--- src/rtl/dsed_pkg.sv ---
// dsed_pkg: shared types and constants of the dle/stx/etx deframer
// byte classification record, result kind codes, register indexes and defaults
// no dependencies
package dsed_pkg;

    localparam int BYTE_W = 8;
    localparam int KIND_W = 2;
    localparam int POS_W  = 11;
    localparam int CFG_IDX_W = 2;

    localparam int DEF_BUFFER_BYTES = 1024;
    localparam int QUEUE_DEPTH = 2;

    localparam logic [KIND_W-1:0] KIND_DATA = 2'd0;
    localparam logic [KIND_W-1:0] KIND_DONE = 2'd1;
    localparam logic [KIND_W-1:0] KIND_ERR  = 2'd2;

    localparam logic [CFG_IDX_W-1:0] REG_START  = 2'd0;
    localparam logic [CFG_IDX_W-1:0] REG_END    = 2'd1;
    localparam logic [CFG_IDX_W-1:0] REG_ESCAPE = 2'd2;

    localparam logic [BYTE_W-1:0] RST_START  = 8'd2;
    localparam logic [BYTE_W-1:0] RST_END    = 8'd3;
    localparam logic [BYTE_W-1:0] RST_ESCAPE = 8'd16;

    // one received byte after decoding against the control codes
    typedef struct packed {
        logic              is_start;   // unescaped meaning, start wins over the others
        logic              is_end;
        logic              is_escape;
        logic [BYTE_W-1:0] raw_byte;
        logic [BYTE_W-1:0] esc_byte;   // value to emit when the byte is escaped
    } t_cls;

endpackage

--- src/rtl/dsed_front.sv ---
// dsed_front: accepts raw bytes, holds the code registers and decodes each beat
// depends on dsed_pkg
module dsed_front (
    input  logic                           i_clk,
    input  logic                           i_rst_n,
    input  logic                           i_cfg_we,
    input  logic [dsed_pkg::CFG_IDX_W-1:0] i_cfg_index,
    input  logic [dsed_pkg::BYTE_W-1:0]    i_cfg_data,
    input  logic                           i_rx_valid,
    output logic                           o_rx_ready,
    input  logic [dsed_pkg::BYTE_W-1:0]    i_rx_byte,
    input  logic                           i_q_full,
    output logic                           o_push,
    output dsed_pkg::t_cls                 o_cls
);
    import dsed_pkg::*;

    logic [BYTE_W-1:0] r_start_code;
    logic [BYTE_W-1:0] r_end_code;
    logic [BYTE_W-1:0] r_escape_code;
    logic [BYTE_W-1:0] end_minus_one;

    always_ff @(posedge i_clk) begin
        if (!i_rst_n) begin
            r_start_code  <= RST_START;
            r_end_code    <= RST_END;
            r_escape_code <= RST_ESCAPE;
        end else if (i_cfg_we) begin
            case (i_cfg_index)
                REG_START:  r_start_code  <= i_cfg_data;
                REG_END:    r_end_code    <= i_cfg_data;
                REG_ESCAPE: r_escape_code <= i_cfg_data;
                default: ;
            endcase
        end
    end

    assign end_minus_one = r_end_code - 8'd1;

    always_comb begin
        o_cls.is_start  = (i_rx_byte == r_start_code);
        o_cls.is_end    = !o_cls.is_start && (i_rx_byte == r_end_code);
        o_cls.is_escape = !o_cls.is_start && !o_cls.is_end && (i_rx_byte == r_escape_code);
        o_cls.raw_byte  = i_rx_byte;
        o_cls.esc_byte  = (i_rx_byte == end_minus_one) ? r_end_code : i_rx_byte;
    end

    assign o_rx_ready = !i_q_full;
    assign o_push     = i_rx_valid && !i_q_full;

endmodule

--- src/rtl/dsed_queue.sv ---
// dsed_queue: short fifo of decoded beats between front and back
// depends on dsed_pkg
module dsed_queue (
    input  logic           i_clk,
    input  logic           i_rst_n,
    input  logic           i_push,
    input  dsed_pkg::t_cls i_cls,
    output logic           o_full,
    input  logic           i_pop,
    output logic           o_nonempty,
    output dsed_pkg::t_cls o_cls
);
    import dsed_pkg::*;

    localparam int PTR_W = (QUEUE_DEPTH > 1) ? $clog2(QUEUE_DEPTH) : 1;
    localparam int CNT_W = $clog2(QUEUE_DEPTH + 1);
    localparam logic [PTR_W-1:0] LAST = PTR_W'(QUEUE_DEPTH - 1);
    localparam logic [CNT_W-1:0] FULL_CNT = CNT_W'(QUEUE_DEPTH);

    t_cls             r_entry [QUEUE_DEPTH];
    logic [PTR_W-1:0] r_wr_ptr;
    logic [PTR_W-1:0] r_rd_ptr;
    logic [CNT_W-1:0] r_count;
    logic             do_pop;

    assign o_full     = (r_count == FULL_CNT);
    assign o_nonempty = (r_count != '0);
    assign o_cls      = r_entry[r_rd_ptr];
    assign do_pop     = i_pop && o_nonempty;

    always_ff @(posedge i_clk) begin
        if (i_push) begin
            r_entry[r_wr_ptr] <= i_cls;
        end
    end

    always_ff @(posedge i_clk) begin
        if (!i_rst_n) begin
            r_wr_ptr <= '0;
            r_rd_ptr <= '0;
            r_count  <= '0;
        end else begin
            if (i_push) begin
                r_wr_ptr <= (r_wr_ptr == LAST) ? '0 : r_wr_ptr + 1'b1;
            end
            if (do_pop) begin
                r_rd_ptr <= (r_rd_ptr == LAST) ? '0 : r_rd_ptr + 1'b1;
            end
            case ({i_push, do_pop})
                2'b10:   r_count <= r_count + 1'b1;
                2'b01:   r_count <= r_count - 1'b1;
                default: r_count <= r_count;
            endcase
        end
    end

endmodule

--- src/rtl/dsed_back.sv ---
// dsed_back: frame state, counters and the result register
// depends on dsed_pkg
module dsed_back #(
    parameter int BUFFER_BYTES = dsed_pkg::DEF_BUFFER_BYTES
) (
    input  logic                        i_clk,
    input  logic                        i_rst_n,
    input  logic                        i_q_nonempty,
    input  dsed_pkg::t_cls              i_cls,
    output logic                        o_pop,
    output logic                        o_res_valid,
    input  logic                        i_res_ready,
    output logic [dsed_pkg::KIND_W-1:0] o_kind,
    output logic [dsed_pkg::BYTE_W-1:0] o_payload_byte,
    output logic [dsed_pkg::POS_W-1:0]  o_position
);
    import dsed_pkg::*;

    localparam int CW = $clog2(BUFFER_BYTES + 1);
    localparam logic [CW-1:0] BUF_LIMIT = CW'(BUFFER_BYTES);

    logic          r_escape_pending;
    logic          r_start_seen;
    logic [CW-1:0] r_write_index;
    logic [CW-1:0] r_consumed;

    logic              r_res_valid;
    logic [KIND_W-1:0] r_kind;
    logic [BYTE_W-1:0] r_byte;
    logic [POS_W-1:0]  r_pos;

    logic              n_escape_pending;
    logic              n_start_seen;
    logic [CW-1:0]     n_write_index;
    logic [CW-1:0]     n_consumed;
    logic              n_has_res;
    logic [KIND_W-1:0] n_kind;
    logic [BYTE_W-1:0] n_byte;
    logic [CW-1:0]     n_len;

    logic              have_data;
    logic              restart;
    logic [CW-1:0]     wi;
    logic [CW-1:0]     cons;
    logic [BYTE_W-1:0] ch;
    logic [POS_W+CW-1:0] pos_ext;

    assign o_pop = i_q_nonempty && (!r_res_valid || i_res_ready);

    always_comb begin
        cons      = r_consumed + 1'b1;
        wi        = r_write_index;
        have_data = 1'b0;
        restart   = 1'b0;
        ch        = i_cls.raw_byte;
        n_has_res = 1'b0;
        n_kind    = KIND_DATA;
        n_byte    = '0;
        n_len     = '0;
        n_escape_pending = r_escape_pending;
        n_start_seen     = r_start_seen;

        if (!r_escape_pending) begin
            if (i_cls.is_start) begin
                if (r_start_seen) begin
                    n_has_res = 1'b1;
                    n_kind    = KIND_ERR;
                    restart   = 1'b1;
                end else begin
                    n_start_seen = 1'b1;
                    wi           = '0;
                end
            end else if (i_cls.is_end) begin
                n_has_res = 1'b1;
                n_kind    = KIND_DONE;
                n_len     = r_write_index;
                restart   = 1'b1;
            end else if (i_cls.is_escape) begin
                n_escape_pending = 1'b1;
            end else begin
                have_data = 1'b1;
            end
        end else begin
            n_escape_pending = 1'b0;
            ch               = i_cls.esc_byte;
            have_data        = 1'b1;
        end

        if (!restart) begin
            // index guard, then the buffer limit, then plain data
            if (have_data && (wi >= BUF_LIMIT)) begin
                n_has_res = 1'b1;
                n_kind    = KIND_ERR;
                restart   = 1'b1;
            end else if (cons >= BUF_LIMIT) begin
                n_has_res = 1'b1;
                n_kind    = KIND_DONE;
                n_len     = wi + CW'(have_data);
                restart   = 1'b1;
            end else if (have_data) begin
                n_has_res = 1'b1;
                n_kind    = KIND_DATA;
                n_byte    = ch;
                n_len     = wi;
                wi        = wi + 1'b1;
            end
        end

        if (restart) begin
            n_escape_pending = 1'b0;
            n_start_seen     = 1'b0;
            n_write_index    = '0;
            n_consumed       = '0;
        end else begin
            n_write_index = wi;
            n_consumed    = cons;
        end

        pos_ext = {{POS_W{1'b0}}, n_len};
    end

    always_ff @(posedge i_clk) begin
        if (!i_rst_n) begin
            r_escape_pending <= 1'b0;
            r_start_seen     <= 1'b0;
            r_write_index    <= '0;
            r_consumed       <= '0;
            r_res_valid      <= 1'b0;
        end else if (o_pop) begin
            r_escape_pending <= n_escape_pending;
            r_start_seen     <= n_start_seen;
            r_write_index    <= n_write_index;
            r_consumed       <= n_consumed;
            r_res_valid      <= n_has_res;
        end else if (i_res_ready) begin
            r_res_valid <= 1'b0;
        end
    end

    always_ff @(posedge i_clk) begin
        if (o_pop && n_has_res) begin
            r_kind <= n_kind;
            r_byte <= n_byte;
            r_pos  <= pos_ext[POS_W-1:0];
        end
    end

    assign o_res_valid    = r_res_valid;
    assign o_kind         = r_kind;
    assign o_payload_byte = r_byte;
    assign o_position     = r_pos;

endmodule

--- src/rtl/dle_stx_etx_deframer_unit.sv ---
// Byte unstuffing deframer for DLE/STX/ETX framed streams. One received byte is
// accepted per clock while the queue is not full. A result is a data byte with
// its write index, a frame complete with its length, or a frame error. A byte
// goes to the queue, then the back part registers its result at the output.
// Bytes that only change state (start, escape) give no result. The back part
// sets the rate: it updates the frame state and counters for one queued byte
// per cycle while its result register is free or being taken. A two-entry
// queue links the decoder and back part. While a result waits on the output
// side, two more beats are taken before the input stalls. The user must write
// code registers (index 0 start, 1 end, 2 escape) only while idle; not enforced.
// Depends on dsed_pkg, dsed_front, dsed_queue and dsed_back.
module dle_stx_etx_deframer_unit #(
    parameter int BUFFER_BYTES = dsed_pkg::DEF_BUFFER_BYTES
) (
    input  logic                           i_clk,
    input  logic                           i_rst_n,
    input  logic                           i_cfg_we,
    input  logic [dsed_pkg::CFG_IDX_W-1:0] i_cfg_index,
    input  logic [dsed_pkg::BYTE_W-1:0]    i_cfg_data,
    input  logic                           i_rx_valid,
    output logic                           o_rx_ready,
    input  logic [dsed_pkg::BYTE_W-1:0]    i_rx_byte,
    output logic                           o_res_valid,
    input  logic                           i_res_ready,
    output logic [dsed_pkg::KIND_W-1:0]    o_kind,
    output logic [dsed_pkg::BYTE_W-1:0]    o_payload_byte,
    output logic [dsed_pkg::POS_W-1:0]     o_position
);
    import dsed_pkg::*;

    t_cls front_cls;
    t_cls queue_cls;
    logic push;
    logic pop;
    logic q_full;
    logic q_nonempty;

    dsed_front u_front (
        .i_clk       (i_clk),
        .i_rst_n     (i_rst_n),
        .i_cfg_we    (i_cfg_we),
        .i_cfg_index (i_cfg_index),
        .i_cfg_data  (i_cfg_data),
        .i_rx_valid  (i_rx_valid),
        .o_rx_ready  (o_rx_ready),
        .i_rx_byte   (i_rx_byte),
        .i_q_full    (q_full),
        .o_push      (push),
        .o_cls       (front_cls)
    );

    dsed_queue u_queue (
        .i_clk      (i_clk),
        .i_rst_n    (i_rst_n),
        .i_push     (push),
        .i_cls      (front_cls),
        .o_full     (q_full),
        .i_pop      (pop),
        .o_nonempty (q_nonempty),
        .o_cls      (queue_cls)
    );

    dsed_back #(
        .BUFFER_BYTES (BUFFER_BYTES)
    ) u_back (
        .i_clk          (i_clk),
        .i_rst_n        (i_rst_n),
        .i_q_nonempty   (q_nonempty),
        .i_cls          (queue_cls),
        .o_pop          (pop),
        .o_res_valid    (o_res_valid),
        .i_res_ready    (i_res_ready),
        .o_kind         (o_kind),
        .o_payload_byte (o_payload_byte),
        .o_position     (o_position)
    );

endmodule

--- config.mk ---
export PLATFORM = sky130hd
export DESIGN_NAME = dle_stx_etx_deframer_unit
export DESIGN_NICKNAME = d
export VERILOG_FILES = /design/src/rtl/dsed_pkg.sv /design/src/rtl/dsed_front.sv /design/src/rtl/dsed_queue.sv /design/src/rtl/dsed_back.sv /design/src/rtl/dle_stx_etx_deframer_unit.sv
export SDC_FILE = /design/constraint.sdc
export NUM_CORES = 1
export LEC_CHECK = 0
export BUFFER_PORTS_ARGS = -buffer_cell sky130_fd_sc_hd__buf_4
export CORE_MARGIN = 1.5
export CORE_UTILIZATION = 35
export DETAILED_ROUTE_END_ITERATION = 6
export GPL_ROUTABILITY_DRIVEN = 0
export SLEW_MARGIN = 20
export SYNTH_ARGS = -nofsm -noshare
export SYNTH_HDL_FRONTEND = slang
export SYNTH_SLANG_ARGS = --single-unit
--- constraint.sdc ---
create_clock -name i_clk -period 3.45 [get_ports i_clk]
set_input_delay 0.1725 -clock i_clk [delete_from_list [all_inputs] [get_ports i_clk]]
set_output_delay 0.1725 -clock i_clk [all_outputs]
set_load 0.005 [all_outputs]
### Yosys cells after proc, flatten, opt, wreduce, memory -nomap -nowiden

Memories as Yosys holds them, arrays and structs flattened. A register that Yosys moved wholly into a read port is not among the register bits.
Index checks and enable logic that the tools add are counted.

* order comparisons: 2
* shift operators: 0
* divide/modulo/power cells: 0
* bitwise operators: 1
* $add $sub $neg: 8
* equality and inequality tests: 10
* multiplexer cells: 58
* multipliers: 0
* reduce and logical (&&, ||, !) cells: 23

Operators with widths (number)
* 11-bit two-way mux: 16
* 8-bit equality test: 4
* 1-bit two-way mux: 32
* 11-bit by 1-bit adder with 11-bit output (second input constant): 2
* 11-bit greater-or-equal comparator (second input constant): 2
* 8-bit two-way mux: 2
* 2-bit two-way mux: 7
* 11-bit by 1-bit adder with 11-bit output: 1
* 1-bit logical AND: 8
* 2-bit nonzero test: 4
* 8-bit by 1-bit subtractor with 8-bit output (second input constant): 1
* 2-bit equality test (second input constant): 3
* 2-bit AND reduction: 3
* 2-bit by 1-bit equality test with 1-bit output (second input constant): 2
* 1-bit logical NOT: 4
* 2-bit one-hot mux with 2 select lines: 1
* 4-bit OR reduction: 1
* 3-bit AND reduction: 1
* 1-bit adder (second input constant): 2
* 2-bit by 1-bit adder with 2-bit output (second input constant): 1
* 2-bit logical NOT: 1
* 2-bit != test (second input constant): 1
* 2-bit by 1-bit subtractor with 2-bit output (second input constant): 1
* 1-bit logical OR: 1
* 1-bit NOT: 1

* memories kept: 1
* RAM bits: 38
* memory bits (read-only): 0
* output and inout bits: 23
* latch bits: 0
* logic and storage cells: 117
* flip-flop bits (word level): 74

Memories
* u_queue.r_entry: words 2, bits a word 19, read ports 1, clocked after memory_dff 1, wr ports 1, RTL line dsed_queue.sv:20 `t_cls r_entry [QUEUE_DEPTH];`

### Depth between registers and ports, before layout

Gate-level depths: netlist of the first run.

* depth in word-level cells: 9
* mapped depth: 11
* gate-level depth less buffers: 9

### Hierarchy

Synthesis of the first run repeated with hierarchy kept, for this count alone.

* cells, all modules: 532
* area total of the unflattened synthesis: 5911.9 um^2

By module, submodules not included
* dsed_back: area an instance 2687.6 um^2, sequential area each 1131.1 um^2, instances 1, cells each 281
* dsed_front: area an instance 1632.8 um^2, sequential area each 480.5 um^2, instances 1, cells each 169
* dsed_queue: area an instance 1591.5 um^2, sequential area each 1241.2 um^2, instances 1, cells each 82

### Least setup slack after synthesis of the first run

Ideal clock, no wire load.

* path kind: reg-to-reg
* start point: memory u_queue.r_entry[0][18] (netlist bit)
* end point: register u_back.r_kind[0] (netlist: u_back.o_kind[0]), enable pin
* arrival: 2552 ps
* required time: 3042 ps
* slack: 490 ps
* cell stages (with the launch flop): 6
* path through: edfxtp_1 > or3b_2 > a21oi_1 > buf_2 > a21oi_1 > a21oi_1

RTL lines
* start, declared: RTL line dsed_queue.sv:20
* end signal, assigned: RTL line dsed_back.sv:142 `r_kind <= n_kind;`
* end, declared: RTL line dsed_back.sv:28 `logic [KIND_W-1:0] r_kind;`

==> results.txt, run 1 <==
----------------------------------------------------
[GRT]
  Remaining global-route overflow ... 0
  Pin count of the biggest net entering global routing ... 40
  Combined global-route utilization of all metal layers ... 16.7%
  Number of antenna violations at the first check in global routing ... 0
  Global-route wire length before repair ... 21.2 mm
  Vias in the first global route ... 4108

[Logic synthesis]
  Combinational family with the most area after synthesis ... simple AND/OR/NAND/NOR gates
  Area share of the largest cell type after synthesis ... 31.8%
  Synthesized-area fraction occupied by and/or/nand/nor cells ... 18.4%
  Prevailing post-synth register cell ... sky130_fd_sc_hd__edfxtp_1
  Fraction of synthesis flops using an asynchronous set or reset pin ... 0%
  Net count after synthesis ... 530
  Synthesized area per cell ... 11.1 um^2
  Yosys top cell by area ... sky130_fd_sc_hd__edfxtp_1
  Post-synth design cell area ... 0.00558 mm^2
  Proportion of synthesized area in mux cells ... 9.16%
  Count of distinct cell types in the synthesized netlist ... 73
  Adder-cell share of the synthesized area ... 1.12%
  Xor/xnor cell area share of the yosys netlist ... 5.81%
  Post-Synthesis Cells ... 502
  Yosys warns ... 0
  EDFF count, synth ... 59
  Proportion of synthesized chip area in sequential cells ... 51.2%
  Post-synthesis sequential element count ... 113
  Ranking of synthesized cells by area ... sky130_fd_sc_hd__edfxtp_1, sky130_fd_sc_hd__dfxtp_1, sky130_fd_sc_hd__mux2i_1
  Area fraction in compound gates after synthesis ... 11.6%

[Status]
  Run status ... completed

[Power and ir drop]
  Comb power frac ... 24.0%
  Highest ir drop seen on vdd ... 533 uV
  Power spent charging and discharging nets ... 1.37 mW
  Sequential Power Share ... 38.4%
  P_int ... 3.21 mW
  Power per Cell Area ... 679 mW/mm^2
  Proportion of total power due to net switching ... 30.0%
  Power after layout ... 4.58 mW
  Part of the power in the clock network ... 37.6%
  Leakage power ... 2.52 nW

[Final layout]
  Share of cells above drive strength 1 ... 20.8%
  Area grow syn2layout ... 21.0%
  Commonest non-fill, non-tap cells in the layout ... sky130_fd_sc_hd__edfxtp_1, sky130_fd_sc_hd__dfxtp_1, sky130_fd_sc_hd__buf_4
  Most common library cell in the layout ignoring fill and taps ... sky130_fd_sc_hd__edfxtp_1
  Fin nets ... 578
  N_diodes ... 0

[Die]
  Std-Cell Core Area ... 0.0154 mm^2
  Std cell rows ... 45
  Overall die area ... 0.0167 mm^2
  IO Count ... 46
  Chip Height ... 129 um
  Initial core utilization ... 36.3%
  Die outline width ... 129 um

[Worst setup path]
  Endpoint of the most critical register-to-register path ... u_back.o_position[4]$_DFFE_PP_
  Critical path arrival ... 3.05 ns
  WP data required ... 3.61 ns
  Critical Setup Path Class ... flop to flop
  Slowest Stage Delay on Critical Path ... 0.57 ns
  Critical path endpoint category ... flop
  Setup slack of the most critical reg-to-reg path ... 0.56 ns
  CP cell instances ... buf_4 -> nor4b_4 -> nor3_4 -> inv_2 -> ha_1 -> o21ai_1 -> o211a_1 -> a211o_1
  Element type at the critical path start ... flop
  Largest fanout on the critical path ... 10
  Number of cells on the worst reg-to-reg path ... 8
  CP max stage cell ... sky130_fd_sc_hd__dfxtp_1

[Drt]
  Overall via count from detail_route ... 4287
  DR pass1 iterations ... 6
  Detailed Route Iter0 Violations ... 596
  Vias per Instance ... 5.54
  Post-detailed-route wirelength per cell ... 17.2 um
  Post-detailed-route count of antenna-violating nets ... 0
  Post-detailed-routing wire length ... 13.3 mm
  # DRC ... 0

[Timing]
  Final Critical Period ... 2.89 ns
  Max-Slew Margin vs Limit ... 35.8%
  Final worst path period share ... 83.8%
  Final sum of negative setup slack ... 0 ns
  Setup repair after global routing missed its margin ... false
  Clock tree skew after final layout ... 0.00746 ns
  # setup viols final ... 0
  Maximum operating frequency ... 346 MHz
  Final count of hold timing violations ... 0
  Final max-slew violation count ... 0
  Pin slew with the least headroom to its limit ... 0.961 ns

[Clocking]
  CTS tree ... built
  CTS H-tree lvls ... 4
  Source-to-sink clock delay at the later pin of the worst-skew pair ... 0.41 ns
  Resize count post-CTS ... 0
  CTS Root Cell ... sky130_fd_sc_hd__clkbuf_16
  Maximum count of clock buffers along a single path ... 2
  Clock transition time at the flip-flop clock pins of the worst setup and hold paths ... 0.05 ns
  Number of buffers added by the clock tree synthesis step ... 17
  Sinks on the clock net ... 113

[Placement]
  Number of buffers added on ports ... 45
  Half-perimeter wire length of the detailed placement result ... 9.08 mm

[Hold path]
  Tightest Hold Check Type ... primary input to flop
  Worst hold path stage count ... 3
  Hold Path End ... u_front.r_start_code[1]$_SDFFE_PN1P_
  Worst Hold Launch ... i_cfg_data[1]

[Flow run]
  Max-capacitance violation count ... 0

----------------------------------------------------
[stage by stage]
stage               setup WS (ns)  cells  util [%]  cell area (um^2)  hold WS (ns)
CTS                         0.597    774      43.9              6750      0.000726
floorplan                   0.490    502         -              5580         0.271
global placement            0.698    739      39.9              6140         0.424
finish                      0.561    774      43.9              6750        0.0124
detailed placement          0.607    739      39.9              6140         0.428
global route                0.308    774      43.9              6750        0.0144
[per-layer routing]
metal	wire [um]	vias up	share of wire (%)	global-route usage, %
met2	6060	169	46	24.9
met3	825	30	6.2	4.50
met5	0	-	0	0
met1	6110	2082	46	22.7
met4	290	0	2.2	7.20
li1	-	2006	-	-
[critical path, delay by kind of cell, from the launching register on]
family	cells	cell delay [ns]
AO/OA/AOI/OAI	3	0.84
flip-flops	1	0.57
buffers and inverters	2	0.43
AND/OR/NAND/NOR	2	0.41
adder cells (fa/ha/maj)	1	0.37
[synthesized netlist by cell type (all sizes together) (9+ instances only)]
| cell | count |
|---|---|
| a21oi | 11 |
| a31oi | 10 |
| and3 | 9 |
| clkbuf | 21 |
| dfxtp | 54 |
| edfxtp | 59 |
| inv | 9 |
| mux2i | 24 |
| nand2 | 25 |
| nand3 | 14 |
| nand4 | 13 |
| nor2 | 49 |
| nor2b | 9 |
| nor3 | 22 |
| o21ai | 13 |
| xnor2 | 16 |
| xor2 | 21 |
[worst max path at each step]
stage | from | endpoint | slack, ns
2_1_floorplan | u_queue.r_entry[0][18]$_DFFE_PP_ | u_back.o_kind[0]$_DFFE_PP_ | 0.49
3_3_place_gp | flop | u_back.o_position[4]$_DFFE_PP_ | 0.70
3_5_place_dp | flop | u_back.o_position[4]$_DFFE_PP_ | 0.61
4_1_cts | flop | u_back.o_position[4]$_DFFE_PP_ | 0.60
5_1_grt | flop | u_back.o_position[4]$_DFFE_PP_ | 0.31
6_report | flop | u_back.o_position[4]$_DFFE_PP_ | 0.56
[sequential cells by signal, summed over array words and instances (netlist names), 2 cells and up, named ones only]
register,cells
u_queue.r_entry,38
u_back.o_position,11
u_back.r_consumed,11
u_back.r_write_index,11
u_back.o_payload_byte,8
u_front.r_end_code,8
u_front.r_escape_code,8
u_front.r_start_code,8
u_back.o_kind,2
u_queue.r_count,2
[cells by family (layout without fill, tap and decap cells)]
family,count (synthesis),in the layout
fa+ha+maj,5,5
flops,113,113
simple gates,182,182
compound gates,86,86
xor+xnor,37,37
mux,40,40
buf+inv,39,100
[cell type report]
class,count,area [um^2]
Timing Repair Buffer,57,435
Multi-Input combinational cell,350,2570
Fill cell,1424,8630
Clock inverter,11,139
Clock buffer,21,440
Tap cell,211,264
Sequential cell,113,2850
Inverter,11,41.3
[power groups by stage]
stage                     sequential (mW)  combinational [mW]  clock, mW
after floorplan                      1.76               0.709          0
after global placement               1.78                1.07          0
after detailed placement             1.79                1.08          0
after CTS                            1.76                1.09       1.74
after global routing                 1.78                1.20       1.80
final                                1.76                1.10       1.72
[repair_timing]
item / CTS / global route
setup endpoints to repair: 0 / 0
hold endpoints to repair: 5 / 0
buffers inserted: 0 / 0
hold buffers: 3 / 0
Power figures use the tool's default switching activity.
==> run 2: changes to the inputs <==
==> constraint.sdc (replaced) <==
create_clock -name i_clk -period 2.4 [get_ports i_clk]
set_input_delay 0.12 -clock i_clk [delete_from_list [all_inputs] [get_ports i_clk]]
set_output_delay 0.12 -clock i_clk [all_outputs]
set_load 0.005 [all_outputs]
==> run 2 against run 1 <==
Against the previous run: die area is the same; design area grew 7.3%; via count grew 3.7%; largest cell class unchanged; critical path type unchanged; core utilization grew 3.2 points; sequential cell count is the same; highest routed layer unchanged; clock skew is essentially flat; setup slack lost 0.48 ns; wire length grew 0.44%; hold slack gained 0.056 ns.
==> results.txt, run 2 (synthesized netlist as in run 1, its figures left out) <==
----------------------------------------------------
[Status]
  Run status ... completed

[GRT]
  Vias in the first global route ... 4351
  Pin count of the biggest net entering global routing ... 39
  Combined global-route utilization of all metal layers ... 17.0%
  Most used routing layer ... met2
  Number of antenna violations at the first check in global routing ... 0
  Met1 GRT Util ... 22.2%
  Global-route wire length before repair ... 21.7 mm
  Met3 demand-to-capacity share in global routing ... 4.71%
  Remaining global-route overflow ... 0
  Met2 Use GR ... 25.6%

[Timing]
  Worst-case setup margin in the final layout ... 0.0806 ns
  Final max-slew violation count ... 0
  Final count of hold timing violations ... 0
  Final worst path period share ... 96.6%
  Final Critical Period ... 2.32 ns
  Hold WS ... 0.0680 ns
  Clock tree skew after final layout ... 0.00720 ns
  Pin slew with the least headroom to its limit ... 0.618 ns
  Maximum operating frequency ... 431 MHz
  # setup viols final ... 0
  Max-Slew Margin vs Limit ... 58.7%

[Drt]
  Post-detailed-routing wire length ... 13.3 mm
  Detailed Route Iter0 Violations ... 383
  Overall via count from detail_route ... 4446
  DR pass1 iterations ... 6
  Vias per Instance ... 5.40
  Post-detailed-route count of antenna-violating nets ... 0
  # DRC ... 0
  Post-detailed-route wirelength per cell ... 16.2 um

[Die]
  Std-Cell Core Area ... 0.0154 mm^2
  IO Count ... 46
  Chip Height ... 129 um
  Die outline width ... 129 um
  Std cell rows ... 45
  Overall die area ... 0.0167 mm^2
  Initial core utilization ... 36.3%

[Clocking]
  Clock transition time at the flip-flop clock pins of the worst setup and hold paths ... 0.05 ns
  Sinks on the clock net ... 113
  Number of buffers added by the clock tree synthesis step ... 17
  Source-to-sink clock delay at the later pin of the worst-skew pair ... 0.42 ns
  Buffers inserted during post-CTS setup optimization ... 0
  CTS H-tree lvls ... 4
  CTS Root Cell ... sky130_fd_sc_hd__clkbuf_16
  Maximum count of clock buffers along a single path ... 2
  CTS tree ... built

[Power and ir drop]
  Power per Cell Area ... 945 mW/mm^2
  Highest ir drop seen on vdd ... 617 uV
  Power after layout ... 6.84 mW
  Leakage power ... 2.74 nW

[Worst setup path]
  Critical path arrival ... 2.63 ns
  CP cell instances ... mux2i_4 -> or2_1 -> and2_1 -> ha_1 -> o31ai_2 -> or4b_4 -> and4_1 -> o22a_1
  Critical path endpoint category ... flop
  CP max stage cell ... sky130_fd_sc_hd__or4b_4
  Critical Setup Path Class ... flop to flop
  Slowest Stage Delay on Critical Path ... 0.55 ns
  Element type at the critical path start ... flop
  WP data required ... 2.71 ns
  Largest fanout on the critical path ... 6
  Setup slack of the most critical reg-to-reg path ... 0.08 ns

[Final layout]
  Flip-flop count of the largest register, all copies and words added ... 38
  Non-filler cells, final ... 823
  Most common library cell in the layout ignoring fill and taps ... sky130_fd_sc_hd__buf_4
  Commonest non-fill, non-tap cells in the layout ... sky130_fd_sc_hd__buf_4, sky130_fd_sc_hd__edfxtp_1, sky130_fd_sc_hd__dfxtp_1
  N_diodes ... 0
  Fraction of the core area covered by cells at the end of the flow ... 47.1%
  Share of cells above drive strength 1 ... 25.7%
  Register with the highest flop count ... u_queue.r_entry
  Fin nets ... 627
  Area grow syn2layout ... 29.8%

[Hold path]
  Tightest Hold Check Type ... primary input to flop

[Placement]
  Half-perimeter wire length of the detailed placement result ... 9.31 mm
  Worst slack at placement ... -0.00510 ns
  Number of buffers added on ports ... 45
  Placed Cells incl. Taps ... 771

[Flow run]
  Max-capacitance violation count ... 0

----------------------------------------------------
-- run 2: cell count changes in the layout (fill, tap and decap cells not counted), moves of 2 or more --
cell	before	now
sky130_fd_sc_hd__o31ai_1	4	2
sky130_fd_sc_hd__buf_4	54	84
sky130_fd_sc_hd__o31ai_2	0	2
sky130_fd_sc_hd__clkinv_1	2	6
sky130_fd_sc_hd__clkbuf_1	4	2
sky130_fd_sc_hd__buf_12	0	2
sky130_fd_sc_hd__clkinv_2	5	3
sky130_fd_sc_hd__dlygate4sd3_1	3	20
-- run 2: final timing paths --
kind	from	depth (start not counted)	endpoint
worst max-delay path	u_queue.r_entry[0][18]$_DFFE_PP_	8	u_back.r_write_index[6]$_SDFFE_PN0P_
worst max register to register	u_queue.r_entry[0][18]$_DFFE_PP_	8	u_back.r_write_index[6]$_SDFFE_PN0P_
worst min register to register	u_back.r_consumed[0]$_SDFFE_PN0P_	2	u_back.r_consumed[0]$_SDFFE_PN0P_
worst min-delay path	i_res_ready	3	u_back.o_res_valid$_SDFFE_PN0P_
-- run 2: area by class of cell --
class | count | area (um^2)
fill | 1410 | 8140
sequential | 113 | 2860
multi-input combinational | 350 | 2630
timing repair buffer | 106 | 871
clock buffer | 19 | 433
tap | 211 | 264
clock inverter | 13 | 144
inverter | 11 | 41.3
-- run 2: stage by stage --
stage                       TNS (ns)  cell area, um^2
final                              0             7240
after global routing      -0.0000788             7240
after CTS                          0             7210
after detailed placement    -0.00510             6430
after global placement             0             6430
after floorplan                    0             5610
-- run 2: timing repair --
action | in CTS | in global routing
hold buffers | 20 | 0
hold endpoints to repair | 40 | 0
setup endpoints to repair | 1 | 9
resized for setup | 1 | 7
-- run 2: worst max-delay path: cells and delay by family (launching register included) --
family / cells / cell delay, ns
adder cells (fa/ha/maj): 1 / 0.17
AO/OA/AOI/OAI: 2 / 0.27
multiplexers: 1 / 0.18
flip-flops: 1 / 0.49
AND/OR/NAND/NOR: 4 / 1.08
-- run 2: power breakdown --
part           leakage, nW  internal [mW]  switching, mW
Combinational         1.47          0.835           1.03
Sequential           0.996           2.37          0.150
Clock                0.277           1.61          0.850
-- run 2: routing by layer --
layer | share of wire [%] | vias up | wire length (um)
li1 | - | 2109 | -
met1 | 46 | 2120 | 6130
met2 | 44 | 187 | 5890
met3 | 7.6 | 30 | 1010
met4 | 2.3 | 0 | 302
met5 | 0 | - | 0
